--- src/hdl/fmrt_pkg.sv ---
// Package for the first-match route table: table size, opcodes, entry layout,
// controller states and the command/status structs between control and datapath.
// No dependencies.
package fmrt_pkg;

  localparam int ROUTE_ENTRIES = 32;
  localparam int IDX_W         = $clog2(ROUTE_ENTRIES);

  typedef logic [IDX_W-1:0] idx_t;

  typedef enum logic [2:0] {
    OP_LOOKUP    = 3'd0,
    OP_ADD       = 3'd1,
    OP_DEL_INDEX = 3'd2,
    OP_DEL_IFACE = 3'd3,
    OP_CLEAR     = 3'd4
  } op_e;

  typedef struct packed {
    logic [31:0] network;
    logic [31:0] mask;
    logic [31:0] next_hop;
    logic [7:0]  iface;
  } entry_t;

  localparam int ENTRY_W = $bits(entry_t);

  typedef struct packed {
    logic [2:0]  op;
    logic [31:0] dest_addr;
    logic [31:0] net_addr;
    logic [31:0] net_mask;
    logic [31:0] gateway;
    logic [7:0]  iface_id;
    logic [4:0]  entry_index;
  } req_t;

  typedef struct packed {
    logic        hit;
    logic [31:0] route_next_hop;
    logic [7:0]  route_iface;
    logic [4:0]  slot_used;
  } rsp_t;

  typedef enum logic [2:0] {
    ST_IDLE,
    ST_SCAN,
    ST_EVAL,
    ST_WRITE,
    ST_FINISH
  } state_e;

  typedef struct packed {
    logic load;    // take the request beat
    logic scan;    // read entry at scan counter, advance counter
    logic write;   // commit the add to its chosen slot
    logic finish;  // move result into the output register
  } cmd_t;

  typedef struct packed {
    op_e  req_op;  // op of the beat on the request channel
    op_e  op;      // op of the beat being worked on
    logic scan_last;
    logic out_free;
  } sts_t;

endpackage

--- src/hdl/fmrt_if.sv ---
// Request and response channel interfaces of the route table.
// Depends on fmrt_pkg for nothing but kept after it in compile order.
interface fmrt_req_if;
  logic        valid;
  logic        ready;
  logic [2:0]  op;
  logic [31:0] dest_addr;
  logic [31:0] net_addr;
  logic [31:0] net_mask;
  logic [31:0] gateway;
  logic [7:0]  iface_id;
  logic [4:0]  entry_index;

  modport source (output valid, op, dest_addr, net_addr, net_mask, gateway, iface_id,
                  entry_index, input ready);
  modport sink (input valid, op, dest_addr, net_addr, net_mask, gateway, iface_id,
                entry_index, output ready);
endinterface

interface fmrt_rsp_if;
  logic        valid;
  logic        ready;
  logic        hit;
  logic [31:0] route_next_hop;
  logic [7:0]  route_iface;
  logic [4:0]  slot_used;

  modport source (output valid, hit, route_next_hop, route_iface, slot_used, input ready);
  modport sink (input valid, hit, route_next_hop, route_iface, slot_used, output ready);
endinterface

--- src/hdl/fmrt_ram.sv ---
// Generic single-write, single-read RAM with registered read data.
// No dependencies.
module fmrt_ram #(
  parameter int Width = 8,
  parameter int Depth = 32,
  localparam int AddrW = $clog2(Depth)
) (
  input  logic             clk_i,
  input  logic             we_i,
  input  logic [AddrW-1:0] waddr_i,
  input  logic [Width-1:0] wdata_i,
  input  logic             re_i,
  input  logic [AddrW-1:0] raddr_i,
  output logic [Width-1:0] rdata_o
);

  logic [Width-1:0] mem_q [Depth];
  logic [Width-1:0] rdata_q;

  always_ff @(posedge clk_i) begin
    if (we_i) begin
      mem_q[waddr_i] <= wdata_i;
    end
    if (re_i) begin
      rdata_q <= mem_q[raddr_i];
    end
  end

  assign rdata_o = rdata_q;

endmodule

--- src/hdl/fmrt_ctrl.sv ---
// Controller FSM of the route table: sequences accept, scan, evaluate,
// write-back and result hand-off. Depends on fmrt_pkg.
module fmrt_ctrl (
  input  logic          clk_i,
  input  logic          rst_ni,
  input  logic          req_valid_i,
  output logic          req_ready_o,
  input  fmrt_pkg::sts_t sts_i,
  output fmrt_pkg::cmd_t cmd_o
);
  import fmrt_pkg::*;

  state_e state_q, state_d;

  always_ff @(posedge clk_i or negedge rst_ni) begin
    if (!rst_ni) begin
      state_q <= ST_IDLE;
    end else begin
      state_q <= state_d;
    end
  end

  always_comb begin
    state_d     = state_q;
    cmd_o       = '0;
    req_ready_o = 1'b0;
    unique case (state_q)
      ST_IDLE: begin
        req_ready_o = 1'b1;
        if (req_valid_i) begin
          cmd_o.load = 1'b1;
          // the op field is decoded in the datapath the same cycle
          if (sts_i.req_op == OP_LOOKUP || sts_i.req_op == OP_ADD ||
              sts_i.req_op == OP_DEL_IFACE) begin
            state_d = ST_SCAN;
          end else begin
            state_d = ST_FINISH;
          end
        end
      end
      ST_SCAN: begin
        cmd_o.scan = 1'b1;
        if (sts_i.scan_last) begin
          state_d = ST_EVAL;
        end
      end
      ST_EVAL: begin
        // last entry read lands this cycle
        state_d = (sts_i.op == OP_ADD) ? ST_WRITE : ST_FINISH;
      end
      ST_WRITE: begin
        cmd_o.write = 1'b1;
        state_d     = ST_FINISH;
      end
      ST_FINISH: begin
        if (sts_i.out_free) begin
          cmd_o.finish = 1'b1;
          state_d      = ST_IDLE;
        end
      end
      default: begin
        state_d = ST_IDLE;
      end
    endcase
  end

`ifndef SYNTHESIS
  a_load_leaves_idle: assert property (@(posedge clk_i) disable iff (!rst_ni)
    cmd_o.load |=> (state_q == ST_SCAN || state_q == ST_FINISH))
    else $error("accepted beat did not start work");
  a_write_after_eval: assert property (@(posedge clk_i) disable iff (!rst_ni)
    cmd_o.write |-> $past(state_q) == ST_EVAL)
    else $error("write-back without a finished scan");
  a_one_cmd: assert property (@(posedge clk_i) disable iff (!rst_ni)
    $onehot0({cmd_o.load, cmd_o.scan, cmd_o.write, cmd_o.finish}))
    else $error("overlapping datapath commands");
`endif

endmodule

--- src/hdl/fmrt_dpath.sv ---
// Datapath of the route table: request registers, valid bits, entry RAM,
// scan counter, match/free-slot tracking, replace pointer and output register.
// Depends on fmrt_pkg and fmrt_ram.
module fmrt_dpath (
  input  logic           clk_i,
  input  logic           rst_ni,
  input  fmrt_pkg::cmd_t cmd_i,
  output fmrt_pkg::sts_t sts_o,
  input  fmrt_pkg::req_t req_i,
  output logic           rsp_valid_o,
  input  logic           rsp_ready_i,
  output fmrt_pkg::rsp_t rsp_o
);
  import fmrt_pkg::*;

  op_e         op_q;
  logic [31:0] dest_q, net_q, mask_q, gw_q;
  logic [7:0]  ifc_q;

  logic [ROUTE_ENTRIES-1:0] vld_q;
  idx_t ptr_q;
  idx_t cnt_q;
  logic scan_last;

  logic   eval_q;
  idx_t   eidx_q;
  logic   evld_q;
  entry_t rd_entry;

  logic        hit_q;
  logic [31:0] hop_q;
  logic [7:0]  rif_q;
  logic        match_q, free_q;
  idx_t        match_idx_q, free_idx_q;
  logic [4:0]  slot_q;

  logic        rsp_valid_q;
  rsp_t        rsp_q;

  logic        lookup_hit, add_match, add_free, iface_del;
  logic        del_idx_ok;
  idx_t        wr_slot;
  entry_t      wr_entry;

  assign scan_last = (cnt_q == IDX_W'(ROUTE_ENTRIES - 1));
  assign del_idx_ok = (32'(req_i.entry_index) < 32'(ROUTE_ENTRIES));

  assign wr_entry = '{network: net_q, mask: mask_q, next_hop: gw_q, iface: ifc_q};
  assign wr_slot  = match_q ? match_idx_q : (free_q ? free_idx_q : ptr_q);

  fmrt_ram #(
    .Width (ENTRY_W),
    .Depth (ROUTE_ENTRIES)
  ) u_ram (
    .clk_i   (clk_i),
    .we_i    (cmd_i.write),
    .waddr_i (wr_slot),
    .wdata_i (wr_entry),
    .re_i    (cmd_i.scan),
    .raddr_i (cnt_q),
    .rdata_o (rd_entry)
  );

  // per-entry checks on the beat returned by the RAM
  assign lookup_hit = eval_q && evld_q && (op_q == OP_LOOKUP) && !hit_q &&
                      ((dest_q & rd_entry.mask) == (rd_entry.network & rd_entry.mask));
  assign add_match  = eval_q && evld_q && (op_q == OP_ADD) && !match_q &&
                      (rd_entry.network == net_q) && (rd_entry.mask == mask_q);
  assign add_free   = eval_q && !evld_q && (op_q == OP_ADD) && !free_q;
  assign iface_del  = eval_q && evld_q && (op_q == OP_DEL_IFACE) && (rd_entry.iface == ifc_q);

  always_ff @(posedge clk_i) begin
    if (cmd_i.load) begin
      op_q   <= op_e'(req_i.op);
      dest_q <= req_i.dest_addr;
      net_q  <= req_i.net_addr;
      mask_q <= req_i.net_mask;
      gw_q   <= req_i.gateway;
      ifc_q  <= req_i.iface_id;
    end
    if (cmd_i.scan) begin
      eidx_q <= cnt_q;
      evld_q <= vld_q[cnt_q];
    end
    if (lookup_hit) begin
      hop_q <= (rd_entry.next_hop == 32'd0) ? dest_q : rd_entry.next_hop;
      rif_q <= rd_entry.iface;
    end
    if (add_match) begin
      match_idx_q <= eidx_q;
    end
    if (add_free) begin
      free_idx_q <= eidx_q;
    end
    if (cmd_i.finish) begin
      rsp_q.hit            <= hit_q;
      rsp_q.route_next_hop <= hit_q ? hop_q : 32'd0;
      rsp_q.route_iface    <= hit_q ? rif_q : 8'd0;
      rsp_q.slot_used      <= slot_q;
    end
  end

  always_ff @(posedge clk_i or negedge rst_ni) begin
    if (!rst_ni) begin
      vld_q       <= '0;
      ptr_q       <= '0;
      cnt_q       <= '0;
      eval_q      <= 1'b0;
      hit_q       <= 1'b0;
      match_q     <= 1'b0;
      free_q      <= 1'b0;
      slot_q      <= '0;
      rsp_valid_q <= 1'b0;
    end else begin
      eval_q <= cmd_i.scan;
      if (cmd_i.load) begin
        cnt_q   <= '0;
        hit_q   <= 1'b0;
        match_q <= 1'b0;
        free_q  <= 1'b0;
        slot_q  <= '0;
        if (op_e'(req_i.op) == OP_CLEAR) begin
          vld_q <= '0;
          ptr_q <= '0;
        end else if (op_e'(req_i.op) == OP_DEL_INDEX && del_idx_ok) begin
          vld_q[IDX_W'(req_i.entry_index)] <= 1'b0;
        end
      end
      if (cmd_i.scan && !scan_last) begin
        cnt_q <= cnt_q + 1'b1;
      end
      if (lookup_hit) begin
        hit_q <= 1'b1;
      end
      if (add_match) begin
        match_q <= 1'b1;
      end
      if (add_free) begin
        free_q <= 1'b1;
      end
      if (iface_del) begin
        vld_q[eidx_q] <= 1'b0;
      end
      if (cmd_i.write) begin
        vld_q[wr_slot] <= 1'b1;
        slot_q         <= 5'(wr_slot);
        // table full: round-robin victim, pointer moves on
        if (!match_q && !free_q) begin
          ptr_q <= (ptr_q == IDX_W'(ROUTE_ENTRIES - 1)) ? '0 : ptr_q + 1'b1;
        end
      end
      if (cmd_i.finish) begin
        rsp_valid_q <= 1'b1;
      end else if (rsp_ready_i) begin
        rsp_valid_q <= 1'b0;
      end
    end
  end

  assign sts_o.req_op    = op_e'(req_i.op);
  assign sts_o.op        = op_q;
  assign sts_o.scan_last = scan_last;
  assign sts_o.out_free  = !rsp_valid_q || rsp_ready_i;

  assign rsp_valid_o = rsp_valid_q;
  assign rsp_o       = rsp_q;

`ifndef SYNTHESIS
  a_ptr_in_range: assert property (@(posedge clk_i) disable iff (!rst_ni)
    32'(ptr_q) < 32'(ROUTE_ENTRIES))
    else $error("replace pointer out of range");
  a_write_sets_valid: assert property (@(posedge clk_i) disable iff (!rst_ni)
    cmd_i.write |=> vld_q[$past(wr_slot)])
    else $error("written slot not marked valid");
  a_hit_only_lookup: assert property (@(posedge clk_i) disable iff (!rst_ni)
    hit_q |-> op_q == OP_LOOKUP)
    else $error("hit flagged on a non-lookup op");
`endif

endmodule

--- src/hdl/first_match_route_table.sv ---
// Top level of the first-match route table: wires the request/response
// channels to the controller and datapath. Depends on fmrt_pkg, fmrt_if,
// fmrt_ctrl, fmrt_dpath.
//
//   channel  dir  fields
//   req_i    in   op, dest_addr, net_addr, net_mask, gateway, iface_id, entry_index
//   rsp_o    out  hit, route_next_hop, route_iface, slot_used
//
// Lookup and delete-by-interface: after accept, one RAM read per entry, one state for
// the last read to land, then hand-off into the output register. Add has a write-back
// before hand-off. Other ops go from accept straight to hand-off. The next beat can be
// taken in the cycle after hand-off.
// Reset clears all valid bits and the replace pointer at once; no clearing pass.
// A stalled response holds its result and blocks hand-off, not the next accept.
module first_match_route_table (
  input logic     clk_i,
  input logic     rst_ni,
  fmrt_req_if.sink   req_i,
  fmrt_rsp_if.source rsp_o
);
  import fmrt_pkg::*;

  cmd_t cmd;
  sts_t sts;
  req_t req;
  rsp_t rsp;

  assign req = '{op: req_i.op, dest_addr: req_i.dest_addr, net_addr: req_i.net_addr,
                 net_mask: req_i.net_mask, gateway: req_i.gateway,
                 iface_id: req_i.iface_id, entry_index: req_i.entry_index};

  fmrt_ctrl u_ctrl (
    .clk_i       (clk_i),
    .rst_ni      (rst_ni),
    .req_valid_i (req_i.valid),
    .req_ready_o (req_i.ready),
    .sts_i       (sts),
    .cmd_o       (cmd)
  );

  fmrt_dpath u_dpath (
    .clk_i       (clk_i),
    .rst_ni      (rst_ni),
    .cmd_i       (cmd),
    .sts_o       (sts),
    .req_i       (req),
    .rsp_valid_o (rsp_o.valid),
    .rsp_ready_i (rsp_o.ready),
    .rsp_o       (rsp)
  );

  assign rsp_o.hit            = rsp.hit;
  assign rsp_o.route_next_hop = rsp.route_next_hop;
  assign rsp_o.route_iface    = rsp.route_iface;
  assign rsp_o.slot_used      = rsp.slot_used;

endmodule

--- src/flat_wrapper.sv ---
// flat-port wrapper written by rule: the top's interface ports become plain ports
module first_match_route_table_flat import fmrt_pkg::*;
  (clk_i, rst_ni, req_i_valid, req_i_op, req_i_dest_addr, req_i_net_addr, req_i_net_mask, req_i_gateway, req_i_iface_id, req_i_entry_index, req_i_ready, rsp_o_valid, rsp_o_hit, rsp_o_route_next_hop, rsp_o_route_iface, rsp_o_slot_used, rsp_o_ready);
  fmrt_req_if req_i_i ();
  fmrt_rsp_if rsp_o_i ();
  input logic clk_i;
  input logic rst_ni;
  input wire logic [$bits(req_i_i.valid)-1:0] req_i_valid;
  input wire logic [$bits(req_i_i.op)-1:0] req_i_op;
  input wire logic [$bits(req_i_i.dest_addr)-1:0] req_i_dest_addr;
  input wire logic [$bits(req_i_i.net_addr)-1:0] req_i_net_addr;
  input wire logic [$bits(req_i_i.net_mask)-1:0] req_i_net_mask;
  input wire logic [$bits(req_i_i.gateway)-1:0] req_i_gateway;
  input wire logic [$bits(req_i_i.iface_id)-1:0] req_i_iface_id;
  input wire logic [$bits(req_i_i.entry_index)-1:0] req_i_entry_index;
  output wire logic [$bits(req_i_i.ready)-1:0] req_i_ready;
  output wire logic [$bits(rsp_o_i.valid)-1:0] rsp_o_valid;
  output wire logic [$bits(rsp_o_i.hit)-1:0] rsp_o_hit;
  output wire logic [$bits(rsp_o_i.route_next_hop)-1:0] rsp_o_route_next_hop;
  output wire logic [$bits(rsp_o_i.route_iface)-1:0] rsp_o_route_iface;
  output wire logic [$bits(rsp_o_i.slot_used)-1:0] rsp_o_slot_used;
  input wire logic [$bits(rsp_o_i.ready)-1:0] rsp_o_ready;
  assign req_i_i.valid = req_i_valid;
  assign req_i_i.op = req_i_op;
  assign req_i_i.dest_addr = req_i_dest_addr;
  assign req_i_i.net_addr = req_i_net_addr;
  assign req_i_i.net_mask = req_i_net_mask;
  assign req_i_i.gateway = req_i_gateway;
  assign req_i_i.iface_id = req_i_iface_id;
  assign req_i_i.entry_index = req_i_entry_index;
  assign req_i_ready = req_i_i.ready;
  assign rsp_o_valid = rsp_o_i.valid;
  assign rsp_o_hit = rsp_o_i.hit;
  assign rsp_o_route_next_hop = rsp_o_i.route_next_hop;
  assign rsp_o_route_iface = rsp_o_i.route_iface;
  assign rsp_o_slot_used = rsp_o_i.slot_used;
  assign rsp_o_i.ready = rsp_o_ready;
  first_match_route_table u_core (.clk_i(clk_i), .rst_ni(rst_ni), .req_i(req_i_i), .rsp_o(rsp_o_i));
endmodule
--- config.mk ---
export PLATFORM = sky130hd
export DESIGN_NAME = first_match_route_table_flat
export DESIGN_NICKNAME = d
export VERILOG_FILES = /design/src/hdl/fmrt_pkg.sv /design/src/hdl/fmrt_if.sv /design/src/hdl/fmrt_ram.sv /design/src/hdl/fmrt_ctrl.sv /design/src/hdl/fmrt_dpath.sv /design/src/hdl/first_match_route_table.sv /design/src/flat_wrapper.sv
export SDC_FILE = /design/constraint.sdc
export NUM_CORES = 2
export LEC_CHECK = 0
export BUFFER_PORTS_ARGS = -buffer_cell sky130_fd_sc_hd__buf_2
export CORE_MARGIN = 2
export CORE_UTILIZATION = 49
export DETAILED_ROUTE_END_ITERATION = 10
export HOLD_SLACK_MARGIN = 0.05
export REMOVE_ABC_BUFFERS = 1
export SYNTH_ARGS = -nofsm -noshare
export SYNTH_HDL_FRONTEND = slang
export SYNTH_SLANG_ARGS = --single-unit
--- constraint.sdc ---
create_clock -name clk_i -period 8.7 [get_ports clk_i]
set_input_delay 2.61 -clock clk_i [delete_from_list [all_inputs] [get_ports clk_i]]
set_output_delay 2.61 -clock clk_i [all_outputs]
set_load 0.1 [all_outputs]
[After elaboration in Yosys (flattened, before gate mapping)]
Memory sizes are Yosys's and may differ from the RTL's. A register that Yosys moved wholly into a read port is not among the register bits.
Index checks and enable logic that the tools add are counted.
Word-level totals
  register bits: 296
  bits in writable memories: 3328
  input bits: 148
  output and inout port bits: 48
  word-level logic and storage cells: 145
  memories kept: 1
Memory list
  u_core.u_dpath.u_ram.mem_q: words 32, bits a word 104, read ports 1, clocked after memory_dff 1, wr ports 1, line fmrt_ram.sv:17  | logic [Width-1:0] mem_q [Depth];
Operators by class
  add/subtract/negate cells: 2
  $lt $le $gt $ge: 7
  eq/ne operators: 19
  muxes and demuxes: 45
  bitwise gates (word level): 7
  reductions and logical operators: 38
Operators with widths (number)
  two-way mux 32 bit: 6
  AND 32 bit: 4
  equality test 32 bit: 3
  NOT 32 bit: 2
  two-way mux 5 bit: 10
  zero test 32 bit: 1
  bitwise OR 32 bit: 1
  less-than comparator 5 x 6 -> 1 bit, second input constant: 4
  two-way mux 1 bit: 19
  logical AND 1 bit: 18
  demux 1 bit (select 5 bit): 3
  equality test 3 x 2 -> 1 bit, second input constant: 5
  greater-or-equal comparator 5 x 1 -> 1 bit, second input constant: 3
  two-way mux 3 bit: 5
  one-hot mux 3 bit (5 select lines): 1
  nonzero test 2 bit: 6
  adder 5 x 1 -> 5 bit, second input constant: 2
  equality test 5 bit, second input constant: 2
  equality test 3 x 1 -> 1 bit, second input constant: 3
  zero test 3 bit: 3
  equality test 8 bit: 1
  equality test 3 bit, second input constant: 2
  zero test 1 bit: 6
  binary-select mux 1 bit (select 5 bit): 1
  4 further kinds: 7

[Depth between registers and ports, before layout]
  word-level depth: 13
  gate-level depth with buffers: 11
  depth with buffers taken out: 7

[By module]
A second synthesis with hierarchy kept.
Unflattened totals
  cell total of the unflattened synthesis: 6855
  area, all modules: 141763.5 um^2
Modules (own cells, without submodules)
  fmrt_ram: times used 1, cells an instance 6040, area an instance 129481.7 um^2, seq. area each 103058.8 um^2
  fmrt_dpath: times used 1, cells an instance 791, area an instance 12066.6 um^2, seq. area each 8538.2 um^2
  fmrt_ctrl: times used 1, cells an instance 24, area an instance 215.2 um^2, seq. area each 75.1 um^2

[Worst setup path before layout]
OpenSTA, ideal clock, no wires.
  kind: input-to-reg
  from: in req_i_valid
  to: reg u_core.u_dpath.vld_q[20]
  library setup time: 0.131 ns
  arrival time: 7.126 ns
  required time: 8.569 ns
  path slack: 1.443 ns
  stages on the path: 5
  path buffers: 1
  cell sequence: or4b_1 -> inv_1 -> nand3_1 -> clkbuf_1 -> a31o_2
On the way
  word-level cells in the longest chain between the ends: 7
Ends and longest elaborated chain
  start, declared: line flat_wrapper.sv:8  | input wire logic [$bits(req_i_i.valid)-1:0] req_i_valid;
  two-way mux 1 bit (*): line fmrt_ctrl.sv:30  | if (req_valid_i) begin
  two-way mux 1 bit (*): line fmrt_ctrl.sv:27  | unique case (state_q)
  two-way mux 32 bit (*): line fmrt_dpath.sv:116  | if (cmd_i.load) begin
  AND 32 bit (no source line)
  two-way mux 32 bit (*): line fmrt_dpath.sv:141  | if (iface_del) begin
  bitwise OR 32 bit (no source line)
  two-way mux 32 bit (*): line fmrt_dpath.sv:144  | if (cmd_i.write) begin
  end signal, assigned by index: line fmrt_dpath.sv:126  | vld_q[IDX_W'(req_i.entry_index)] <= 1'b0;
  end signal, assigned by index: line fmrt_dpath.sv:142  | vld_q[eidx_q] <= 1'b0;
  end signal, assigned by index: line fmrt_dpath.sv:145  | vld_q[wr_slot] <= 1'b1;
  end, declared: line fmrt_dpath.sv:20  | logic [ROUTE_ENTRIES-1:0] vld_q;
Every way passes the cells marked *; elsewhere a longest branch is shown, timed or not.
A chain may end at the register's enable or synchronous reset.

[Final worst setup path]
  from: reg u_core.u_ctrl.state_q[1]
  to: out req_i_ready
On the way
  word-level cells in the longest chain between the ends: 2
Ends and longest elaborated chain
  start, declared: line fmrt_ctrl.sv:13  | state_e state_q, state_d;
  start signal, assigned: line fmrt_ctrl.sv:19  | state_q <= state_d;
  zero test 3 bit: line fmrt_ctrl.sv:27
  two-way mux 1 bit: line fmrt_ctrl.sv:27
  end, declared: line flat_wrapper.sv:16  | output wire logic [$bits(req_i_i.ready)-1:0] req_i_ready;
Every way passes these cells.

==> run summary <==
STATUS
--------------------------------------------------------------------------------
Run status                                                          finished clean

GLOBAL ROUTE
--------------------------------------------------------------------------------
First-pass GRT wire length                                             557000 um
Aggregate global routing overflow                                              0
Global-route total usage across every layer                                0.273
Initial antenna violation count                                               13
Via count of the first global-routing pass                                 69800
Largest net degree at the start of global routing                            118

SYNTH
--------------------------------------------------------------------------------
Biggest area consumer among synthesized cells                           edfxtp_1
YS warnings                                                                    0
Async set-or-reset flop fraction in the synthesized netlist               0.0148
Number of flops mapped to enable cells by yosys                             3673
Mean cell area of the mapped netlist                                   22.4 um^2
Post-Syn Area                                                         0.141 mm^2
Synth Instances                                                             6318
Cell variety after synth                                                      58
Sequential fraction of the synthesis area                                  0.790
Fraction of synthesized cell area taken by the top area cell type          0.781
Prevailing post-synth register cell                                     edfxtp_1
Total of flip-flops plus latches after synthesis                            3728
Main area contributors after synthesis                              edfxtp_1 (78%), mux4_2 (12%), mux2i_1 (1.7%), dfrtp_1 (0.97%), a22oi_1 (0.56%)

SETUP PATH
--------------------------------------------------------------------------------
Cell Chain, Critical Path                                           nor3_1, buf_2
Critical-path cell with the highest stage delay                          dfrtp_1
Category of the most critical setup path                                 reg2out
Kind of end point of the critical path                                output pin
Maximum net fanout on the critical path                                       14
Kind of start point of the critical path                                register
Slowest cell delay on critical path                                       530 ps
Req. time, crit path                                                     6090 ps
Critical path data arrival time                                          2180 ps

CELLS AND AREA
--------------------------------------------------------------------------------
Layout Nets                                                                 6903
Non-filler instance count after layout                                     10800
Layout cell share with drive strength beyond 1                             0.253
Synthesis-to-finish area growth                                            13.3%

CLOCK TREE
--------------------------------------------------------------------------------
Number of sinks on the clock net                                            3728
Clock buffers created by TritonCTS                                           376
TritonCTS clock tree                                                       built
H-tree levels                                                                  5
Resized Gates After CTS                                                        0
Insertion delay of the later-clocked pin in the worst-skew pair           950 ps
Hold-fix buffers at CTS                                                        0
Worst-case clock buffer depth                                                  4
Clock Tree Root                                                        clkbuf_16
Clock slew at reported path FFs                                            60 ps
Number of buffers inserted by post-CTS setup repair                            0

DETAILED ROUTING
--------------------------------------------------------------------------------
Vias/cell                                                                   6.51
Routed length per placed instance                                        37.2 um
Number of DRC violations after detailed-routing iteration 0                10400
Remaining DRCs                                                                 0
Drt pass-1 iters                                                               8
Remaining antenna violation count after routing                                0
Vias after detailed routing                                                70600
Overall routed net length                                              403000 um

TIMING
--------------------------------------------------------------------------------
Shortest period the worst path allows                                    4790 ps
Post-Route Skew                                                          43.4 ps
Final-report setup violation count                                             0
Relative slew slack                                                       0.0997
Final count of hold timing violations                                          0
Peak clock frequency supported by timing                                 209 MHz
Transition at the pin with the smallest max-transition slack             1350 ps
Tcrit/Tclk final                                                           0.550
Number of pins exceeding their max-slew limit in the final report              0
RSZ-0062 raised after global routing                                       false

PLACED DESIGN
--------------------------------------------------------------------------------
Routability congestion estimate from global placement                      0.814
Placed cell count                                                          10200
HPWL after detailed placement                                          203000 um
Number of input and output port buffers inserted                             195

FLOORPLAN
--------------------------------------------------------------------------------
Height of the die                                                         541 um
Std-Cell Rows                                                                197
Effective utilization at floorplan                                         0.492
Core Region                                                           0.287 mm^2
Top-level I/O count                                                          196
X dimension of the die                                                    541 um
Die outline area                                                      0.293 mm^2

POWER AND IR DROP
--------------------------------------------------------------------------------
Overall Power                                                           48200 uW
LEAKAGE                                                                0.0502 uW
Power density relative to cell area                                  301 mW/mm^2
Max rail drop VDD                                                         207 uV

FLOW RUN
--------------------------------------------------------------------------------
Max-Cap Viols                                                                  0

WORST HOLD PATH
--------------------------------------------------------------------------------
Path category of the worst min-delay check                               reg2reg

## power breakdown
group / switching, uW / internal (uW)
Sequential: 1090 / 20900
Clock: 6920 / 9310
Combinational: 5690 / 4300
## synth_stat cells, drive strengths merged (55+ instances only)
cell / instances
edfxtp: 3673
mux4: 765
mux2i: 246
buf: 187
clkbuf: 164
nand2: 109
o21ai: 108
a22oi: 106
a22o: 87
o221ai: 76
a21oi: 75
a21o: 66
xnor2: 61
nor2: 60
o22ai: 56
dfrtp: 55
## kinds of logic after synthesis
family / count (synthesis) / share of synthesized area
multiplexers: 1027 / 0.141
AND/OR/NAND/NOR: 351 / 0.0126
AO/OA/AOI/OAI: 748 / 0.0383
flip-flops: 3728 / 0.790
buffers and inverters: 356 / 0.0114
adder cells (fa/ha/maj): 4 / 0.000354
XOR/XNOR: 104 / 0.00645
## final cells by class
cell class / count / area [um^2]
fillers: 21300 / 127000
flip-flops and latches: 3728 / 112000
multi-input cells: 2234 / 28400
clock buffers: 460 / 9800
well taps: 3781 / 4730
repair buffers: 406 / 2890
clock inverters: 226 / 2500
inverters: 5 / 31.3
diodes: 4 / 10.0
## path summary, 6_finish.rpt
path	startpoint	to	slack (ps)	cells after the start
worst max register to register	u_core.u_dpath.free_q$_DFFE_PN0P_	u_core.u_dpath.u_ram.mem_q[18][29]$_DFFE_PP_	4440	6
worst max-delay path	u_core.u_ctrl.state_q[1]$_DFFE_PN0P_	req_i_ready	3910	2
worst min register to register	u_core.u_dpath.slot_q[1]$_DFFE_PN0P_	u_core.u_dpath.rsp_o[1]$_DFFE_PP_	460	0
max in group asynchronous	rst_ni	u_core.u_dpath.cnt_q[0]$_DFFE_PN0P_	6270	2
min in group asynchronous	rst_ni	u_core.u_ctrl.state_q[2]$_DFFE_PN0P_	1820	2
worst min-delay path	u_core.u_dpath.slot_q[1]$_DFFE_PN0P_	u_core.u_dpath.rsp_o[1]$_DFFE_PP_	460	0
## through the flow
stage               hold slack (ps)  setup WS (ps)   util  TNS [ps]  cell area (um^2)
floorplan                       425         -28060      -  -2978880            140000
global placement                442           3400  0.514         0            148000
detailed placement              446           3310  0.514         0            148000
finish                          458           3910  0.557         0            160000
global route                    477           3820  0.557         0            160000
CTS                             461           3840  0.557         0            160000
## critical path: cells and delay by family, from the launching register on
family | cells | cell delay (ps)
DFF | 1 | 530
and+or+nand+nor | 1 | 230
buffers and inverters | 1 | 470
## routing by layer
metal  vias up  track usage  wire length, um
met5         -            0               13
met1     38500        0.399           164000
met3       512       0.0459            36800
met2      3713        0.426           190000
li1      27800            -                -
met4         2       0.0821            11900
## flip-flops by register name (all words and copies together), names as in the netlist, 8 cells and up
name	cells
u_core.u_dpath.rif_q	8
u_core.u_dpath.u_ram.rdata_o	104
u_core.u_dpath.hop_q	32
u_core.u_dpath.ifc_q	8
u_core.u_dpath.gw_q	32
u_core.u_dpath.vld_q	32
u_core.u_dpath.u_ram.mem_q	3328
u_core.u_dpath.rsp_o	46
u_core.u_dpath.mask_q	32
u_core.u_dpath.net_q	32
u_core.u_dpath.dest_q	32
## placed cells by master (no fill, tap or decap), drive strengths merged, types with 6 or more instances in the layout
master,n
a222oi,15
a221oi,44
mux2i,246
clkinvlp,7
nand4,24
a21oi,75
o21bai,12
o22ai,56
dfrtp,55
xor2,43
o32a,10
edfxtp,3673
a21o,66
a22oi,106
o21ai,108
o211ai,16
a31o,12
buf,406
a211oi,36
mux4,765
and2,43
nor4,16
nand3,19
a22o,87
xnor2,61
inv,16
clkinv,166
nand2,109
a31oi,17
nand3b,7
nor3b,10
clkbuf,460
o221ai,76
mux2,16
bufinv,42
nand2b,6
nor2,60
nor2b,24
nor3,15
Power figures use the tool's default switching activity.
